<file path="src/rtl/core/sqg_pkg.sv">
// Shared types and constants for the single-qubit gate datapath.
`default_nettype none
package sqg_pkg;

  localparam int DATA_W        = 32;
  localparam int ADDR_W        = 24;
  localparam int COEF_W        = 64;
  localparam int FRAC_W        = 30;
  localparam int PROD_W        = 2 * DATA_W;
  localparam int SUM_W         = PROD_W + 2;
  localparam int NUM_LANES     = 4;
  localparam int NUM_TERMS     = 4;
  localparam int TQ_W          = 5;
  localparam int CFG_IDX_W     = 3;
  localparam int UNIT_BITS_DEF = 24;

  localparam logic [COEF_W-1:0] COEF_ONE  = 64'h4000_0000_0000_0000;
  localparam logic [COEF_W-1:0] COEF_ZERO = '0;

  localparam logic signed [DATA_W-1:0] SAT_MAX = 32'sh7FFF_FFFF;
  localparam logic signed [DATA_W-1:0] SAT_MIN = 32'sh8000_0000;

  // real part: terms 1 and 3 (imag * imag) are subtracted
  localparam logic [NUM_TERMS-1:0] SUB_RE = 4'b1010;
  localparam logic [NUM_TERMS-1:0] SUB_IM = 4'b0000;

  typedef enum logic [CFG_IDX_W-1:0] {
    CFG_COEF_00      = 3'd0,
    CFG_COEF_01      = 3'd1,
    CFG_COEF_10      = 3'd2,
    CFG_COEF_11      = 3'd3,
    CFG_TARGET_QUBIT = 3'd4,
    CFG_SPLIT_MODE   = 3'd5,
    CFG_WRITE_MASK   = 3'd6
  } cfg_idx_t;

  typedef struct packed {
    logic ld_mul;
    logic ld_sum;
  } lane_ctl_t;

  typedef struct packed {
    logic [ADDR_W-1:0] addr_first;
    logic [ADDR_W-1:0] addr_second;
    logic              write_first;
    logic              write_second;
  } meta_t;

endpackage
`default_nettype wire

</file>
<file path="src/rtl/core/sqg_addr.sv">
// Pair address generation and write enables.
`default_nettype none
module sqg_addr #(
  parameter int UNIT_BITS = sqg_pkg::UNIT_BITS_DEF
) (
  input  wire logic [sqg_pkg::ADDR_W-1:0] pair_index,
  input  wire logic [sqg_pkg::TQ_W-1:0]   target_qubit,
  input  wire logic                       split_mode,
  input  wire logic [1:0]                 write_mask,
  output sqg_pkg::meta_t                  meta
);
  import sqg_pkg::*;

  logic [ADDR_W-1:0] tbit;
  logic [ADDR_W-1:0] low_m;
  logic [ADDR_W-1:0] a0;
  logic [ADDR_W-1:0] a1;
  logic [ADDR_W-1:0] umask;

  always_comb begin
    for (int i = 0; i < ADDR_W; i++) begin
      umask[i] = (i < UNIT_BITS);
    end
    tbit  = ADDR_W'(1) << target_qubit;
    low_m = tbit - ADDR_W'(1);
    a0    = ((pair_index & ~low_m) << 1) | (pair_index & low_m);
    a1    = a0 + tbit;
    if (split_mode) begin
      meta.addr_first   = pair_index & umask;
      meta.addr_second  = pair_index & umask;
      meta.write_first  = write_mask[0];
      meta.write_second = write_mask[1];
    end else begin
      meta.addr_first   = a0 & umask;
      meta.addr_second  = a1 & umask;
      meta.write_first  = 1'b1;
      meta.write_second = 1'b1;
    end
  end

endmodule
`default_nettype wire

</file>
<file path="config.mk">
export PLATFORM = sky130hd
export DESIGN_NAME = sqg_addr
export DESIGN_NICKNAME = d
export VERILOG_FILES = /design/src/rtl/core/sqg_pkg.sv /design/src/rtl/core/sqg_addr.sv
export SDC_FILE = /design/constraint.sdc
export NUM_CORES = 1
export LEC_CHECK = 0
export ABC_AREA = 0
export BUFFER_PORTS_ARGS = -buffer_cell sky130_fd_sc_hd__clkbuf_2
export CORE_AREA = 2 2 84 86
export DETAILED_ROUTE_END_ITERATION = 7
export DIE_AREA = 0 0 86 88
export PLACE_DENSITY_LB_ADDON = 0.1
export RECOVER_POWER = 100
export SYNTH_ARGS = -nofsm -noshare
export SYNTH_HDL_FRONTEND = slang
export SYNTH_SLANG_ARGS = --single-unit
</file>
<file path="constraint.sdc">
create_clock -name vclk -period 9.2
set_input_delay 1.84 -clock vclk [all_inputs]
set_output_delay 1.84 -clock vclk [all_outputs]
set_load 0.01 [all_outputs]
</file>
# Yosys cells after proc, flatten, opt, wreduce, memory -nomap -nowiden
# Cells that the tools add are included.
[totals] elab_cells=8 ff_bits=0 out_inout_bits=50 in_bits=32
[classes] shift=1 bitwise=4 addsub=2 mux=1
[op_table] op="2-to-1 mux 50 bit" n=1
[op_table] op="adder 24 bit" n=1
[op_table] op="AND 24 bit" n=1
[op_table] op="bitwise OR 24 bit" n=1
[op_table] op="left shift 1 x 5 -> 24 bit (first input constant)" n=1
[op_table] op="subtractor 24 x 1 -> 24 bit (second input constant)" n=1
[op_table] op="AND 23 bit" n=1
[op_table] op="NOT 23 bit" n=1

# Longest topological paths before layout
[logic_depth] ltp_word=7 ltp_mapped=21 ltp_nobuf=17

# Worst setup path before layout
# Ideal clock, no wire load.
[synth_path] kind="input -> output" startpoint="in target_qubit[3] in the netlist's numbering" endpoint="out meta[23] in the netlist's numbering" slack_ns=1.249 cell_stages=18 n_path_buf=2 arrival_ns=6.111 required_time_ns=7.360 path_cell_list="buf_2 -> or3_1 -> or2_2 -> ha_1 -> buf_6 -> or4_4 -> o21ai_0 -> a22o_1 -> nand2_1 -> o21ai_0 -> ha_1 -> nand2_1 -> o21ai_0 -> o41ai_2 -> o311ai_2 -> o311ai_2 -> a211oi_1 -> o41ai_1"
[synth_lines] element="start, declared" line_no="sqg_addr.sv:7" rtl="input wire logic [sqg_pkg::TQ_W-1:0] target_qubit,"
[synth_lines] element="end, declared" line_no="sqg_addr.sv:10" rtl="output sqg_pkg::meta_t meta"

==> flow_summary_export.csv <==
group,metric,value,unit
grt,grt_util_all_layers,0.204,
yosys,synth_top_area_cell,"sky130_fd_sc_hd__ha_1",
power,cellPowerDensity,52.0,mW/mm^2
power,p_leak,1.32,nW
placement,post-place-cells,568,
yosys,netlist.area_leader.share,0.107,
yosys,postSynthNetCount,483,
placement,post_place_setup_slack,0.718,ns
drt,drt_drc_violations_left,0,
sta,hold_violations_final,0,
worst_setup_path,setup.worst_path.end_class,"output pin",
sta,upper_clock_frequency_limit,117,MHz
power,total_power,0.153,mW
drt,viasPerCell,5.76,
yosys,ys_warn_count,0,
sta,period_minus_slack,8.54,ns
floorplan,floorplan.die.width,86,um
yosys,yosysSeqAreaShare,0,
yosys,yosys.cell_types.count,63,
grt,grt_pass1_vias,2911,
drt,routed_wl,7.98,mm
floorplan,die-area,0.00757,mm^2
floorplan,floorplan.io_pins,82,
worst_setup_path,wp_data_required,7.36,ns
cts,cts.hold.buffers_added,0,
layout,clock_buffers,0,
yosys,netlist_top_cells_count,"sky130_fd_sc_hd__nor2_1 (65), sky130_fd_sc_hd__nand2_1 (54), sky130_fd_sc_hd__o21ai_0 (42), sky130_fd_sc_hd__a21oi_1 (36), sky130_fd_sc_hd__inv_1 (25)",
run,maxCapViolations,2,
placement,placement.cell_area,0.00301,mm^2
min_path,worst_hold_check_path_type,"in2out",
layout,flops_and_latches,0,
sta,setup_repair_after_global_routing_missed_its_margin,"false",
grt,grt_overflow,0,
grt,antenna_found_initial,0,
status,outcome,"finished, violations left",
drt,drt_pass1_iterations,4,
worst_setup_path,worstPathMaxFanout,21,
layout,final_area,0.00294,mm^2
worst_setup_path,worst-setup-path-type,"in2out",
drt,vias,3273,
floorplan,core.rowCount,30,
min_path,worstHoldPathCells,3,
yosys,synth_area_leaders,"sky130_fd_sc_hd__ha_1 (11%), sky130_fd_sc_hd__nor2_1 (9.5%), sky130_fd_sc_hd__o21ai_0 (8.2%)",
placement,number_of_buffers_inserted_by_port_buffering,82,
min_path,holdCritStartpoint,"write_mask[1]",
layout,finalNonFillerCells,568,
sta,setup-violations-final,0,
worst_setup_path,setup.worst_path.start_class,"primary input",
layout,drive_above_1_share,0.129,
placement,routability_congestion_estimate,0.863,
cts,quantity_of_gates_resized_following_cts,0,
min_path,timing.hold.worst_endpoint,"meta[0]",
layout,area_growth_syn_to_layout,14.1,%
sta,worst_slack,0.657,ns
placement,dpl.hpwl,6.36,mm
sta,finalMaxSlewViolations,89,
power,ir_worst_vdd,0.0000289,V
status,violated_checks,"capacitance limit, slew limit",
layout,sequential_cell_area,0,um^2
drt,routed_wire_length_per_instance,14.0,um
layout,multi_input_area,0.00237,mm^2
sta,period_utilisation_layout,0.929,
layout,fillerInstances,774,
sta,setup-tns-final,0,ns
floorplan,die_y,88,um
grt,grt_start_max_net_pins,50,
yosys,synthCells,428,
layout,antenna_cells_inserted,0,
layout,nets,545,
drt,drt.antenna.violating_nets,0,
yosys,synth_area_per_cell,6.02,um^2
cts,cts_setup_buffers,0,
worst_setup_path,worstPathArrival,6.70,ns
yosys,synth.most_common_cell,"sky130_fd_sc_hd__nor2_1",
yosys,synth_area,0.00258,mm^2
floorplan,initial_core_util,0.388,
sta,slew_headroom,-0.209,
floorplan,fp.coreArea,0.00664,mm^2
sta,worstMarginPinSlew,1.81,ns
grt,grt_first_pass_wirelength,13.1,mm
drt,dr.first_iter.drc_count,184,
area by class of cell:
class / instances / area share
tap: 80 / 0.0340
inverter: 26 / 0.0332
timing repair buffer: 85 / 0.127
multi-input combinational: 377 / 0.806
power by group:
part	total, mW	internal, mW	leakage (nW)	switching [mW]
Sequential	0	0	0	0
Clock	0	0	0	0
Combinational	0.153	0.0588	1.32	0.0939
Total	0.153	0.0588	1.32	0.0939
placed cells by master, fill, tap and decap left out, types with 9 or more instances in the layout:
cell and n:
sky130_fd_sc_hd__nand3_1 11, sky130_fd_sc_hd__clkbuf_2 41, sky130_fd_sc_hd__o21ai_0 42, sky130_fd_sc_hd__xor2_1 9
sky130_fd_sc_hd__a22o_1 10, sky130_fd_sc_hd__clkbuf_1 43, sky130_fd_sc_hd__nor2_1 65, sky130_fd_sc_hd__nand2_1 54
sky130_fd_sc_hd__inv_1 26, sky130_fd_sc_hd__ha_1 22, sky130_fd_sc_hd__a21oi_1 36
worst max-delay path, cell delays in order:
cell                        delay [ns]
sky130_fd_sc_hd__clkbuf_2         0.26
sky130_fd_sc_hd__or3_1            0.50
sky130_fd_sc_hd__or2_2            0.33
sky130_fd_sc_hd__ha_1             0.21
sky130_fd_sc_hd__clkbuf_1         0.31
sky130_fd_sc_hd__xor2_1           0.27
sky130_fd_sc_hd__a22o_1           0.23
sky130_fd_sc_hd__ha_1             0.34
sky130_fd_sc_hd__a21oi_1          0.25
sky130_fd_sc_hd__o21ai_0          0.19
sky130_fd_sc_hd__o41ai_2          0.56
sky130_fd_sc_hd__o311ai_2         0.23
sky130_fd_sc_hd__o311ai_2         0.37
sky130_fd_sc_hd__nand2_1          0.14
sky130_fd_sc_hd__a2111oi_2        0.37
sky130_fd_sc_hd__o41ai_1          0.10
sky130_fd_sc_hd__clkbuf_2         0.20
metrics by stage:
| step | hold WS [ns] | util |
|---|---|---|
| 2_1_floorplan | 3.80 | - |
| 3_3_place_gp | 3.95 | 0.452 |
| 3_5_place_dp | 3.96 | 0.452 |
| 4_1_cts | 3.96 | 0.452 |
| 5_1_grt | 3.97 | 0.443 |
| 6_report | 3.95 | 0.443 |
per-layer routing:
layer | up-vias | routed length (um) | GRT usage | part of all wire
li1 | 1676 | - | - | -
met1 | 1476 | 3850 | 0.286 | 0.48
met2 | 108 | 3620 | 0.349 | 0.45
met3 | 13 | 374 | 0.00848 | 0.047
met4 | 0 | 133 | 0.0361 | 0.017
met5 | - | 0 | 0 | 0
cell families (layout without fill, tap and decap cells):
family          Yosys count  in the layout  synth area share
compound gates          152            152             0.403
xor+xnor                 14             14            0.0476
fa+ha+maj                23             23             0.115
buf+inv                  51            111            0.0782
mux                      10             10            0.0427
other cells               1              1           0.00146
simple gates            177            177             0.313
how the worst max path moves through the flow:
| stage | start | endpoint | slack [ns] | depth (start not counted) |
|---|---|---|---|---|
| floorplan | target_qubit[3] | meta[23] | 1.25 | 18 |
| global placement | target_qubit[3] | meta[23] | 0.84 | 18 |
| detailed placement | target_qubit[3] | meta[23] | 0.72 | 19 |
| CTS | target_qubit[3] | meta[23] | 0.70 | 19 |
| global route | target_qubit[3] | meta[23] | 0.30 | 17 |
| finish | target_qubit[3] | meta[23] | 0.66 | 17 |
Power figures use the tool's default switching activity.
